File: src/rtl/q4d_pkg.sv
package q4d_pkg;
	localparam logic [31:0] QNAN_BITS = 32'h7FC00000;
	localparam logic [31:0] INF_BITS  = 32'h7F800000;
	localparam logic [4:0]  EXP_MAX   = 5'h1F;

	// fp32 bits of (code - 8) * half scale; product is exact.
	function automatic logic [31:0] weight_bits(input logic [3:0] code, input logic [15:0] half);
		logic       s;
		logic [4:0] e;
		logic [9:0] m;
		logic       neg;
		logic [3:0] mag;
		logic [10:0] sig;
		logic [14:0] p;
		logic [3:0] top;
		logic [7:0] ex;
		logic [22:0] frac;
		logic [31:0] r;
		s = half[15];
		e = half[14:10];
		m = half[9:0];
		neg = ~code[3];
		mag = neg ? (4'd8 - code) : (code - 4'd8);
		sig = (e == 5'd0) ? {1'b0, m} : {1'b1, m};
		p = 15'(mag * sig);
		top = 4'd0;
		for (int i = 1; i < 14; i++) begin
			if (p[i]) top = 4'(i);
		end
		// Exponent: top + pw + 127, pw = -24 subnormal, e - 25 normal.
		ex = (e == 5'd0) ? 8'(top + 8'd103) : 8'(top + {3'b0, e} + 8'd102);
		frac = 23'((32'(p) << (5'd23 - 5'(top))) & 32'h7FFFFF);
		if (e == EXP_MAX) begin
			if (m != 10'd0 || mag == 4'd0) r = QNAN_BITS;
			else r = {s ^ neg, INF_BITS[30:0]};
		end else if (p == 15'd0) begin
			r = {s ^ neg, 31'd0};
		end else begin
			r = {s ^ neg, ex, frac};
		end
		return r;
	endfunction
endpackage

File: src/rtl/q4d_if.sv
interface q4d_in_if;
	logic        valid;
	logic        ready;
	logic [15:0] scale_bits;
	logic [63:0] packed_first_half;
	logic [63:0] packed_second_half;
	logic        final_block;
	modport source(output valid, scale_bits, packed_first_half, packed_second_half,
		final_block, input ready);
	modport sink(input valid, scale_bits, packed_first_half, packed_second_half,
		final_block, output ready);
endinterface

interface q4d_out_if;
	logic        valid;
	logic        ready;
	logic [3:0]  byte_index;
	logic [31:0] weight_low_nibble;
	logic [31:0] weight_high_nibble;
	logic        end_of_block;
	logic        end_of_stream;
	modport source(output valid, byte_index, weight_low_nibble, weight_high_nibble,
		end_of_block, end_of_stream, input ready);
	modport sink(input valid, byte_index, weight_low_nibble, weight_high_nibble,
		end_of_block, end_of_stream, output ready);
endinterface

File: src/rtl/q4_0_block_dequantizer.sv
// Q4_0 block dequantizer. Each input item is one block (half-precision scale and sixteen
// packed bytes); it yields sixteen result items, one per packed byte j in order, each
// carrying the exact fp32 weights for index j (low nibble) and j+16 (high nibble).
// The result channel sets the rate, and a sink that is not ready stalls the walk. A
// block is held in an input register while a byte counter walks it; the next
// block is accepted in the cycle that the last byte of the current one is decoded, so
// blocks follow back to back. Results pass through one output register.
module q4_0_block_dequantizer import q4d_pkg::*; (
	input logic    clk,
	input logic    arst_n,
	q4d_in_if.sink  in_ch,
	q4d_out_if.source out_ch
);
	logic         full_q;
	logic [3:0]   idx_q;
	logic [15:0]  scale_q;
	logic [127:0] bytes_q;
	logic         fin_q;
	logic         ovalid_q;
	logic         advance;
	logic         take;
	logic [7:0]   cur_byte;

	// A result moves into the output register when it is empty or being drained.
	assign advance = full_q && (!ovalid_q || out_ch.ready);
	// Accept a block when none is held or the held one issues its last byte now.
	assign in_ch.ready = !full_q || (advance && idx_q == 4'd15);
	assign take = in_ch.valid && in_ch.ready;
	assign cur_byte = bytes_q[{idx_q, 3'b000} +: 8];

	always_ff @(posedge clk or negedge arst_n) begin
		if (!arst_n) begin
			full_q   <= 1'b0;
			idx_q    <= 4'd0;
			ovalid_q <= 1'b0;
		end else begin
			if (advance) idx_q <= idx_q + 4'd1;
			if (take) full_q <= 1'b1;
			else if (advance && idx_q == 4'd15) full_q <= 1'b0;
			if (advance) ovalid_q <= 1'b1;
			else if (out_ch.ready) ovalid_q <= 1'b0;
		end
	end

	always_ff @(posedge clk) begin
		if (take) begin
			scale_q <= in_ch.scale_bits;
			bytes_q <= {in_ch.packed_second_half, in_ch.packed_first_half};
			fin_q   <= in_ch.final_block;
		end
		if (advance) begin
			out_ch.byte_index         <= idx_q;
			out_ch.weight_low_nibble  <= weight_bits(cur_byte[3:0], scale_q);
			out_ch.weight_high_nibble <= weight_bits(cur_byte[7:4], scale_q);
			out_ch.end_of_block       <= (idx_q == 4'd15);
			out_ch.end_of_stream      <= (idx_q == 4'd15) && fin_q;
		end
	end

	assign out_ch.valid = ovalid_q;
endmodule

File: src/flat_wrapper.sv
// flat-port wrapper written by rule: the top's interface ports become plain ports
module q4_0_block_dequantizer_flat import q4d_pkg::*;
  (clk, arst_n, in_ch_valid, in_ch_scale_bits, in_ch_packed_first_half, in_ch_packed_second_half, in_ch_final_block, in_ch_ready, out_ch_valid, out_ch_byte_index, out_ch_weight_low_nibble, out_ch_weight_high_nibble, out_ch_end_of_block, out_ch_end_of_stream, out_ch_ready);
  q4d_in_if in_ch_i ();
  q4d_out_if out_ch_i ();
  input logic clk;
  input logic arst_n;
  input wire logic [$bits(in_ch_i.valid)-1:0] in_ch_valid;
  input wire logic [$bits(in_ch_i.scale_bits)-1:0] in_ch_scale_bits;
  input wire logic [$bits(in_ch_i.packed_first_half)-1:0] in_ch_packed_first_half;
  input wire logic [$bits(in_ch_i.packed_second_half)-1:0] in_ch_packed_second_half;
  input wire logic [$bits(in_ch_i.final_block)-1:0] in_ch_final_block;
  output wire logic [$bits(in_ch_i.ready)-1:0] in_ch_ready;
  output wire logic [$bits(out_ch_i.valid)-1:0] out_ch_valid;
  output wire logic [$bits(out_ch_i.byte_index)-1:0] out_ch_byte_index;
  output wire logic [$bits(out_ch_i.weight_low_nibble)-1:0] out_ch_weight_low_nibble;
  output wire logic [$bits(out_ch_i.weight_high_nibble)-1:0] out_ch_weight_high_nibble;
  output wire logic [$bits(out_ch_i.end_of_block)-1:0] out_ch_end_of_block;
  output wire logic [$bits(out_ch_i.end_of_stream)-1:0] out_ch_end_of_stream;
  input wire logic [$bits(out_ch_i.ready)-1:0] out_ch_ready;
  assign in_ch_i.valid = in_ch_valid;
  assign in_ch_i.scale_bits = in_ch_scale_bits;
  assign in_ch_i.packed_first_half = in_ch_packed_first_half;
  assign in_ch_i.packed_second_half = in_ch_packed_second_half;
  assign in_ch_i.final_block = in_ch_final_block;
  assign in_ch_ready = in_ch_i.ready;
  assign out_ch_valid = out_ch_i.valid;
  assign out_ch_byte_index = out_ch_i.byte_index;
  assign out_ch_weight_low_nibble = out_ch_i.weight_low_nibble;
  assign out_ch_weight_high_nibble = out_ch_i.weight_high_nibble;
  assign out_ch_end_of_block = out_ch_i.end_of_block;
  assign out_ch_end_of_stream = out_ch_i.end_of_stream;
  assign out_ch_i.ready = out_ch_ready;
  q4_0_block_dequantizer u_core (.clk(clk), .arst_n(arst_n), .in_ch(in_ch_i), .out_ch(out_ch_i));
endmodule
File: config.mk
export PLATFORM = sky130hd
export DESIGN_NAME = q4_0_block_dequantizer_flat
export DESIGN_NICKNAME = d
export VERILOG_FILES = /design/src/rtl/q4d_pkg.sv /design/src/rtl/q4d_if.sv /design/src/rtl/q4_0_block_dequantizer.sv /design/src/flat_wrapper.sv
export SDC_FILE = /design/constraint.sdc
export NUM_CORES = 1
export LEC_CHECK = 0
export ABC_AREA = 1
export BUFFER_PORTS_ARGS = -buffer_cell sky130_fd_sc_hd__buf_2
export CORE_MARGIN = 4
export CORE_UTILIZATION = 51
export CTS_CLUSTER_SIZE = 28
export DETAILED_ROUTE_END_ITERATION = 7
export PLACE_DENSITY = 0.73
export SETUP_SLACK_MARGIN = 0.4
export SYNTH_ARGS = -nofsm -noshare
export SYNTH_HDL_FRONTEND = slang
export SYNTH_SLANG_ARGS = --single-unit
File: constraint.sdc
create_clock -name clk -period 14.95 [get_ports clk]
set_clock_uncertainty 0.1 [all_clocks]
set_input_delay 1.495 -clock clk [delete_from_list [all_inputs] [get_ports clk]]
set_output_delay 1.495 -clock clk [all_outputs]
set_load 0.005 [all_outputs]
==> results of run 1 <==
[logic make-up (layout without fill, tap and decap cells)]
logic type / count (synthesis) / after routing / synth area share (%)
DFF: 221 / 221 / 50.4
AOI/OAI and AO/OA: 197 / 197 / 8.67
buffers and inverters: 213 / 444 / 6.69
and+or+nand+nor: 657 / 657 / 21.7
other: 1 / 22 / 0.0286
xor gates and xnor gates: 18 / 18 / 1.46
adders and majority gates: 93 / 93 / 11.0
[flip-flops by register name, indices dropped and copies added (netlist names)]
signal                            cells
u_core.out_ch.valid                   1
u_core.out_ch.weight_low_nibble      32
u_core.out_ch.end_of_stream           1
u_core.idx_q                          4
u_core.fin_q                          1
u_core.scale_q                       16
u_core.out_ch.byte_index              4
u_core.out_ch.weight_high_nibble     32
u_core.out_ch.end_of_block            1
u_core.full_q                         1
u_core.bytes_q                      128
[placed cells by master (no fill, tap or decap), drive strengths merged, types with 2 or more instances in the layout]
cell      n
a21oi    45
and2      2
conb     20
bufinv    3
diode     2
nor3      4
buf     228
inv     171
a31oi     3
nand4    17
or2       6
nor2    195
fa       38
dfrtp     6
o21ai   112
clkinv   12
xor2     13
edfxtp  215
xnor2     5
a211oi    2
nor4      2
o22ai    15
nand3b    7
o221ai    7
ha       55
nand3   129
nand2   294
clkbuf   30
o211ai   11
[layer usage]
metal  share of wire [%]  vias to the layer above  track usage, %
li1                    -                     5167               -
met1                  43                     4797            29.6
met2                  47                      449            35.6
met3                 8.0                       66            3.66
met4                 2.6                        6            6.00
met5                0.11                        -               0
[per-stage QoR]
stage                     worst slack (ns)  instance area [um2]  instances  hold slack, ns  utilization [%]
after floorplan                       6.50                13200       1419           0.345                -
after global placement                7.23                14600       1938           0.355             57.6
after detailed placement              6.99                14600       1938           0.378             57.6
after CTS                             6.91                15300       1980           0.393             60.7
after global routing                  6.09                15300       1981           0.419             60.7
final                                 6.83                15300       1982           0.395             60.7
[critical path: cells and delay by family (launching register included)]
family,cells,cell delay [ns]
fa+ha+maj,7,2.48
simple gates,17,2.10
xor+xnor,2,0.35
compound gates,5,0.83
flops,1,0.59
buf+inv,7,1.37
[final cells by class]
class / instances / area share, %
well taps: 330 / 2.69
flip-flops and latches: 221 / 43.1
diodes: 2 / 0.0327
clock buffers: 30 / 4.06
clock inverters: 12 / 0.972
multi-input cells: 985 / 37.3
inverters: 174 / 4.28
repair buffers: 228 / 7.58
[path summary, 6_finish.rpt]
check / slack [ns] / start / endpoint / cells past startpoint
worst min register to register: 0.40 / u_core.idx_q[3]$_DFFE_PN0P_ / u_core.out_ch.byte_index[3]$_DFFE_PP_ / 0
max in group asynchronous: 13.88 / arst_n / u_core.idx_q[0]$_DFFE_PN0P_ / 1
worst max register to register: 6.83 / u_core.idx_q[1]$_DFFE_PN0P_ / u_core.out_ch.weight_low_nibble[26]$_SDFFCE_PP1P_ / 38
worst max-delay path: 6.83 / u_core.idx_q[1]$_DFFE_PN0P_ / u_core.out_ch.weight_low_nibble[26]$_SDFFCE_PP1P_ / 38
worst min-delay path: 0.40 / u_core.idx_q[3]$_DFFE_PN0P_ / u_core.out_ch.byte_index[3]$_DFFE_PP_ / 0
min in group asynchronous: 0.69 / arst_n / u_core.full_q$_DFFE_PN0P_ / 1
==> results.sh, run 1 <==
export IMPL_status="complete, no violations"
export IMPL_synth_edf_count=215
export IMPL_cts_root_buf="clkbuf_16"
export IMPL_cp_arrival_ns=8.27
export IMPL_drtIter0Drc=787
export IMPL_fin_crit_ns=8.12
export IMPL_area_delta_synth_final_pct=16.8
export IMPL_grt_max_degree=76
export IMPL_critPathKind="flip-flop to flip-flop"
export IMPL_grt_ovfl_total=0
export IMPL_holdBufCountCts=0
export IMPL_synth_area_per_cell_um2=9.37
export IMPL_finalCritPeriodShare_pct=54.3
export IMPL_drive_above_1_share_pct=19.5
export IMPL_numCtsBuffers=23
export IMPL_regArea_um2=6610
export IMPL_first_pass_iters=6
export IMPL_multi_input_area_um2=5710
export IMPL_synth_seq_cells=221
export IMPL_cts_tree="done"
export IMPL_ys_async_sr_fraction_pct=2.71
export IMPL_syn_inst=1400
export IMPL_antenna_found_initial=4
export IMPL_synthTopCellsByArea="edfxtp_1 (49%), nand2_1 (7.9%), fa_1 (5.8%)"
export IMPL_port_buffers=220
export IMPL_coreArea_um2=25300
export IMPL_slowest_delay_ns=0.59
export IMPL_tightest_slew_ns=0.925
export IMPL_synth_top_area_share_pct=49.2
export IMPL_start_util_pct=51.9
export IMPL_fmax_mhz=123
export IMPL_ys_seq_area_share_pct=50.4
export IMPL_crit_fanout=29
export IMPL_slew_viol_final=0
export IMPL_rows=58
export IMPL_grt_pass1_vias=10200
export IMPL_die_area_um2=28400
export IMPL_clkLatencyLatePin_ns=0.53
export IMPL_grt_pass1_wl_um=50200
export IMPL_drt_wl_total_um=31000
export IMPL_drv_cap=0
export IMPL_yosysWarnings=0
export IMPL_slew_headroom_pct=38.3
export IMPL_slowest_stage="dfrtp_1"
export IMPL_synthTopCellsByCount="nand2_1 (275), edfxtp_1 (215), nor2_1 (189), inv_1 (160), nand3_1 (126)"
export IMPL_min_path_type="flip-flop to flip-flop"
export IMPL_post_cts_buffers=0
export IMPL_start_kind="flip-flop"
export IMPL_numClockSinks=221
export IMPL_synth_area_um2=13100
export IMPL_num_vias=10500
export IMPL_fin_tns_setup_ns=0
export IMPL_globalplace_congestion=0.956
export IMPL_cts_max_path_buffers=3
export IMPL_fin_nets=1875
export IMPL_yosysMostFrequentCell="nand2_1"
export IMPL_cts_repair_resize_count=0
export IMPL_synth_top_cell_by_area="edfxtp_1"
export IMPL_clk_pin_slew_ns=0.06
export IMPL_io_pins=221
export IMPL_crit_top_cell="nand2_1"
export IMPL_final_antenna_net_count=0
export IMPL_setup_viol=0
export IMPL_dpl_hpwl_um=23500
export IMPL_crit_path_end_kind="flip-flop"
export IMPL_ys_flop_type="edfxtp_1"
export IMPL_finalHoldViolations=0
export IMPL_fill_cells=2177
export IMPL_die_h_um=168
export IMPL_wire_per_inst_um=15.6
export IMPL_cts_htree_levels=1
export IMPL_cp_required_ns=15.10
export IMPL_rsz0062_at_grt="no"
export IMPL_via_per_inst=5.29
export IMPL_drcViolationCount=0
export IMPL_die_x_um=168
export IMPL_yosysUniqueCellTypes=50
export IMPL_grt_use_total_pct=21.5
Power of run 1 is not shown: default switching activity piles up to over one toggle a cycle in this logic, so the estimate is an artifact.
==> run 2, diff against run 1 <==
clock period = 7.6 ns   (was 14.95 ns; I/O delays follow)
==> run 2 against run 1 <==
Effect of this change:
- final cell count increased by 1.6%
- register-to-register slack lost 6.1 ns
- non-clock buffer count is 34 higher
- setup slack worse by 6.1 ns
- highest routed layer unchanged
- critical path depth stayed put
- flip-flop and latch count unchanged
- routed wire length up 2.7%
- critical path type unchanged
==> results.sh, run 2 (synthesized netlist as in run 1, its figures left out) <==
export IMPL_port_buffers=220
export IMPL_drt_wl_total_um=31900
export IMPL_final_cell_mix="nand2_1 (272), buf_2 (221), edfxtp_1 (215)"
export IMPL_crit_path_end_kind="flip-flop"
export IMPL_area_delta_synth_final_pct=21.4
export IMPL_cts_root_buf="clkbuf_16"
export IMPL_antenna_found_initial=3
export IMPL_place_ws_ns=0.378
export IMPL_final_antenna_net_count=0
export IMPL_grt_pass1_vias=10200
export IMPL_fill_cells=2126
export IMPL_worstRegToRegCells=38
export IMPL_worst_slack_ns=0.693
export IMPL_start_kind="flip-flop"
export IMPL_largest_reg_flops=128
export IMPL_finalCritPeriodShare_pct=90.9
export IMPL_r2r_end="u_core.out_ch.weight_low_nibble[26]$_SDFFCE_PP1P_"
export IMPL_die_area_um2=28400
export IMPL_via_per_inst=5.31
export IMPL_cts_max_path_buffers=3
export IMPL_first_pass_iters=5
export IMPL_rows=58
export IMPL_fin_nets=1910
export IMPL_slowest_stage="fa_1"
export IMPL_top_regs="u_core.bytes_q x128, u_core.out_ch.weight_high_nibble x32, u_core.out_ch.weight_low_nibble x32"
export IMPL_cts_tree="done"
export IMPL_die_h_um=168
export IMPL_top_register="u_core.bytes_q"
export IMPL_grt_use_total_pct=21.5
export IMPL_final_common_cell="nand2_1"
export IMPL_grt_max_degree=89
export IMPL_finalHoldViolations=0
export IMPL_drcViolationCount=0
export IMPL_min_path_type="input pin to flip-flop"
export IMPL_cp_arrival_ns=7.06
export IMPL_io_pins=221
export IMPL_wire_per_inst_um=15.8
export IMPL_holdWs_ns=0.301
export IMPL_setup_worst_path_start="u_core.idx_q[1]$_DFFE_PN0P_"
export IMPL_dpl_hpwl_um=23600
export IMPL_grt_ovfl_total=0
export IMPL_fmax_mhz=145
export IMPL_rrSetupSlack_ns=0.69
export IMPL_reg2reg_from="u_core.idx_q[1]$_DFFE_PN0P_"
export IMPL_grt_pass1_wl_um=49800
export IMPL_hold_depth=1
export IMPL_cts_htree_levels=1
export IMPL_fin_tns_setup_ns=0
export IMPL_fin_crit_ns=6.91
export IMPL_cp_required_ns=7.75
export IMPL_multi_input_area_um2=5950
export IMPL_num_vias=10700
export IMPL_slew_headroom_pct=29.1
export IMPL_coreArea_um2=25300
export IMPL_start_util_pct=51.9
export IMPL_tightest_slew_ns=1.06
export IMPL_clkLatencyLatePin_ns=0.53
export IMPL_drive_above_1_share_pct=23.1
export IMPL_clk_pin_slew_ns=0.06
export IMPL_critPathKind="flip-flop to flip-flop"
export IMPL_slowest_delay_ns=0.56
export IMPL_setup_viol=0
export IMPL_die_x_um=168
export IMPL_crit_fanout=23
export IMPL_crit_path_end="u_core.out_ch.weight_low_nibble[26]$_SDFFCE_PP1P_"
export IMPL_drtIter0Drc=740
export IMPL_numClockSinks=221
export IMPL_status="complete, no violations"
export IMPL_rsz0062_at_grt="no"
export IMPL_drv_cap=0
export IMPL_regArea_um2=6610
export IMPL_slew_viol_final=0
export IMPL_numCtsBuffers=23
export IMPL_crit_top_cell="nand2_1"
export IMPL_globalplace_congestion=0.920
## run 2: cell types whose count changed in the layout (fill, tap and decap cells not counted), sizes merged
cell | before | now
dlygate4sd3 | 0 | 1
bufbuf | 0 | 1
clkinvlp | 0 | 3
inv | 171 | 170
bufinv | 3 | 2
buf | 228 | 258
clkbuf | 30 | 29
## run 2: area by class of cell
class                      count  area share, %
multi-input combinational    985           37.4
tap                          330           2.59
timing repair inverter         1         0.0471
clock buffer                  27           3.71
inverter                     174           4.17
clock inverter                12          0.817
timing repair buffer         262           9.76
sequential                   221           41.5
antenna                        2         0.0314
## run 2: metal layers
metal,GRT usage (%),wire [um],vias to the layer above
met1,28.2,13000,4910
met4,7.59,1170,4
met3,4.70,2750,74
met5,0,15,-
li1,-,-,5246
met2,35.4,14900,461
## run 2: how the worst min path moves through the flow
| stage | startpoint | to | slack, ns |
|---|---|---|---|
| floorplan | u_core.idx_q[1]$_DFFE_PN0P_ | u_core.out_ch.byte_index[1]$_DFFE_PP_ | 0.35 |
| global placement | u_core.full_q$_DFFE_PN0P_ | u_core.out_ch.valid$_DFFE_PN0P_ | 0.35 |
| detailed placement | u_core.full_q$_DFFE_PN0P_ | u_core.out_ch.valid$_DFFE_PN0P_ | 0.37 |
| CTS | in_ch_packed_second_half[50] | u_core.bytes_q[114]$_DFFE_PP_ | 0.29 |
| global route | in_ch_packed_second_half[10] | u_core.bytes_q[74]$_DFFE_PP_ | 0.29 |
| finish | in_ch_packed_first_half[1] | u_core.bytes_q[1]$_DFFE_PP_ | 0.30 |
## run 2: through the flow
stage | utilization [%] | area (um2) | cells
2_1_floorplan | - | 13200 | 1419
3_3_place_gp | 58.1 | 14700 | 1948
3_5_place_dp | 58.1 | 14700 | 1948
4_1_cts | 61.2 | 15400 | 1990
5_1_grt | 63.1 | 15900 | 2013
6_report | 63.1 | 15900 | 2014
## run 2: critical path, delay by kind of cell (launching register included)
kind,cells,cell delay (ns)
AOI/OAI and AO/OA,6,0.78
xor gates and xnor gates,1,0.17
adders and majority gates,7,2.61
and+or+nand+nor,16,1.66
DFF,1,0.43
buffers and inverters,8,0.83
## run 2: repair_timing
| item | CTS | global route |
|---|---|---|
| setup buffers | 1 | 19 |
| endpoints found under the hold margin | 6 | 0 |
| gates resized for setup | 3 | 56 |
| hold buffers | 1 | 0 |
| cloned | 1 | 3 |
| pin swaps | 0 | 18 |
| setup endpoints to repair | 6 | 12 |
Power of run 2 is left out for the same reason.
==> run 3, diff against run 2 <==
ABC_AREA = 0   (was 1)
==> run 3 against run 2 <==
Effect of this change:
- sequential share of layout area down 3.4 points
- utilization increased by 5.2 points
- routed wire length rose by 3.1%
- global-route usage is 0.59 points higher
- maximum frequency decreased by 4.9%
- flip-flop and latch count did not move
- critical path type unchanged
- critical endpoint is now u_core.out_ch.weight_high_nibble[30]$_SDFFCE_PP1P_
==> results.sh, run 3 <==
export IMPL_ys_async_sr_fraction_pct=2.71
export IMPL_fmax_mhz=138
export IMPL_met3_length_um=2520
export IMPL_yosysMostFrequentCell="edfxtp_1"
export IMPL_setup_viol=0
export IMPL_io_pins=221
export IMPL_cts_root_buf="clkbuf_16"
export IMPL_rsz0062_at_grt="yes"
export IMPL_dpl_hpwl_um=23300
export IMPL_port_buffers=220
export IMPL_coreArea_um2=25400
export IMPL_numCtsBuffers=22
export IMPL_slowest_delay_ns=0.52
export IMPL_cp_required_ns=7.83
export IMPL_wire_per_inst_um=18.8
export IMPL_start_kind="flip-flop"
export IMPL_drcViolationCount=0
export IMPL_top_regs="u_core.bytes_q x128, u_core.out_ch.weight_high_nibble x32, u_core.out_ch.weight_low_nibble x32"
export IMPL_maxUsedRoutingLayer="met5"
export IMPL_min_path_type="input pin to flip-flop"
export IMPL_top_register="u_core.bytes_q"
export IMPL_finalInstanceArea_um2=17300
export IMPL_via_per_inst=5.64
export IMPL_final_common_cell="buf_2"
export IMPL_rows=58
export IMPL_slowest_stage="mux4_2"
export IMPL_dr_wl_met2_um=15700
export IMPL_start_util_pct=52.2
export IMPL_synth_area_per_cell_um2=12.5
export IMPL_synthTopCellsByCount="edfxtp_1 (215), inv_1 (70), ha_1 (55), nand2_1 (54), a21oi_1 (51)"
export IMPL_cp_arrival_ns=7.50
export IMPL_numClockSinks=221
export IMPL_final_antenna_net_count=0
export IMPL_synth_area_um2=13300
export IMPL_first_pass_iters=7
export IMPL_num_vias=9832
export IMPL_clkLatencyLatePin_ns=0.53
export IMPL_num_antenna_cells=0
export IMPL_grt_pass1_vias=9694
export IMPL_yosysWarnings=0
export IMPL_finalHoldViolations=0
export IMPL_multi_input_area_um2=6990
export IMPL_fin_crit_ns=7.26
export IMPL_synth_seq_cells=221
export IMPL_globalplace_congestion=0.955
export IMPL_cts_htree_levels=1
export IMPL_grt_ovfl_total=0
export IMPL_synth_edf_count=215
export IMPL_crit_path_end_kind="flip-flop"
export IMPL_drt_wl_total_um=32800
export IMPL_synth_top_cell_by_area="edfxtp_1"
export IMPL_drv_cap=0
export IMPL_status="complete, no violations"
export IMPL_drive_above_1_share_pct=39.8
export IMPL_fin_nets=1641
export IMPL_clk_pin_slew_ns=0.07
export IMPL_cts_max_path_buffers=3
export IMPL_hold_depth=1
export IMPL_slew_viol_final=0
export IMPL_stdcell_count=1744
export IMPL_largest_reg_flops=128
export IMPL_syn_inst=1063
export IMPL_synthTopCellsByArea="edfxtp_1 (49%), mux4_2 (6.6%), fa_1 (5.7%)"
export IMPL_die_area_um2=28700
export IMPL_crit_top_cell="inv_1"
export IMPL_grt_use_total_pct=22.1
export IMPL_grt_max_degree=84
export IMPL_antenna_found_initial=3
export IMPL_slew_headroom_pct=34.9
export IMPL_yosysUniqueCellTypes=96
export IMPL_worstRegToRegCells=30
export IMPL_synth_top_area_share_pct=48.7
export IMPL_critPathKind="flip-flop to flip-flop"
export IMPL_crit_fanout=7
export IMPL_regArea_um2=6610
export IMPL_ys_flop_type="edfxtp_1"
export IMPL_grt_pass1_wl_um=51000
export IMPL_tightest_slew_ns=0.976
export IMPL_cts_tree="done"
export IMPL_die_h_um=169
export IMPL_fill_cells=1787
export IMPL_final_cell_mix="buf_2 (221), edfxtp_1 (215), buf_4 (100)"
export IMPL_finalCritPeriodShare_pct=95.6
export IMPL_area_delta_synth_final_pct=30.7
export IMPL_place_inst=1635
export IMPL_ys_seq_area_share_pct=49.8
export IMPL_drtIter0Drc=655
export IMPL_post_dp_cell_area_um2=15200
export IMPL_wl_met1_um=13700
export IMPL_die_x_um=169
[run 3: cell count changes after synthesis, sizes merged, moves of 28 or more]
| cell | before | now |
|---|---|---|
| mux4 | 0 | 39 |
| inv | 170 | 74 |
| o21ai | 112 | 57 |
| nand2 | 294 | 55 |
| and2 | 2 | 30 |
| nand3 | 129 | 22 |
| nor2b | 0 | 38 |
| nor2 | 195 | 51 |
[run 3: kinds of logic (layout without fill, tap and decap cells)]
group,count (synthesis),after routing,synth area share (%)
AND/OR/NAND/NOR,286,286,11.6
AO/OA/AOI/OAI,237,237,12.7
flip-flops,221,221,49.8
buffers and inverters,125,457,3.88
adder cells (fa/ha/maj),93,93,10.9
multiplexers,63,63,8.51
XOR/XNOR,37,37,2.56
other,1,20,0.0283
[run 3: critical path: cells and delay by family, from the launching register on]
kind / cells / cell delay (ns)
XOR/XNOR: 2 / 0.38
adder cells (fa/ha/maj): 7 / 2.33
AO/OA/AOI/OAI: 4 / 0.81
multiplexers: 3 / 1.22
buffers and inverters: 8 / 0.70
AND/OR/NAND/NOR: 6 / 0.99
flip-flops: 1 / 0.51
[run 3: what timing repair did]
item                                    CTS  global route
buffers inserted                         34            31
hold endpoints to repair                  6             0
hold buffers                              1             0
pin swaps                                30            36
resized for setup                        60            80
gates cloned                              2             2
endpoints found under the setup margin   28            27
[run 3: layout make-up]
class	instances	area share, %
inverter	75	1.67
clock buffer	22	3.18
sequential	221	38.1
timing repair buffer	343	12.6
tap	330	2.38
clock inverter	17	1.69
multi-input combinational	736	40.3
[run 3: path summary, 6_finish.rpt]
kind	start	end	slack [ns]
setup reg to reg	u_core.idx_q[0]$_DFFE_PN0P_	u_core.out_ch.weight_high_nibble[30]$_SDFFCE_PP1P_	0.34
setup / recovery	u_core.idx_q[0]$_DFFE_PN0P_	u_core.out_ch.weight_high_nibble[30]$_SDFFCE_PP1P_	0.34
hold reg to reg	u_core.full_q$_DFFE_PN0P_	u_core.out_ch.valid$_DFFE_PN0P_	0.40
hold / removal	in_ch_scale_bits[9]	u_core.scale_q[9]$_DFFE_PP_	0.30
min in group asynchronous	arst_n	u_core.out_ch.valid$_DFFE_PN0P_	0.48
max in group asynchronous	arst_n	u_core.idx_q[0]$_DFFE_PN0P_	6.76
[run 3: layer usage]
layer	GRT usage, %	vias to the layer above
li1	-	4647
met1	30.7	4649
met2	36.3	454
met3	3.75	76
met4	6.16	6
met5	0	-
[run 3: stage by stage]
stage	utilization (%)	TNS [ns]	worst slack, ns	hold slack, ns
2_1_floorplan	-	0	0.219	0.348
3_3_place_gp	59.9	0	0.0119	0.366
3_5_place_dp	59.9	-0.901	-0.177	0.389
4_1_cts	65.4	0	0.401	0.284
5_1_grt	68.3	0	0.0729	0.278
6_report	68.3	0	0.335	0.304
Power of run 3 is left out for the same reason.
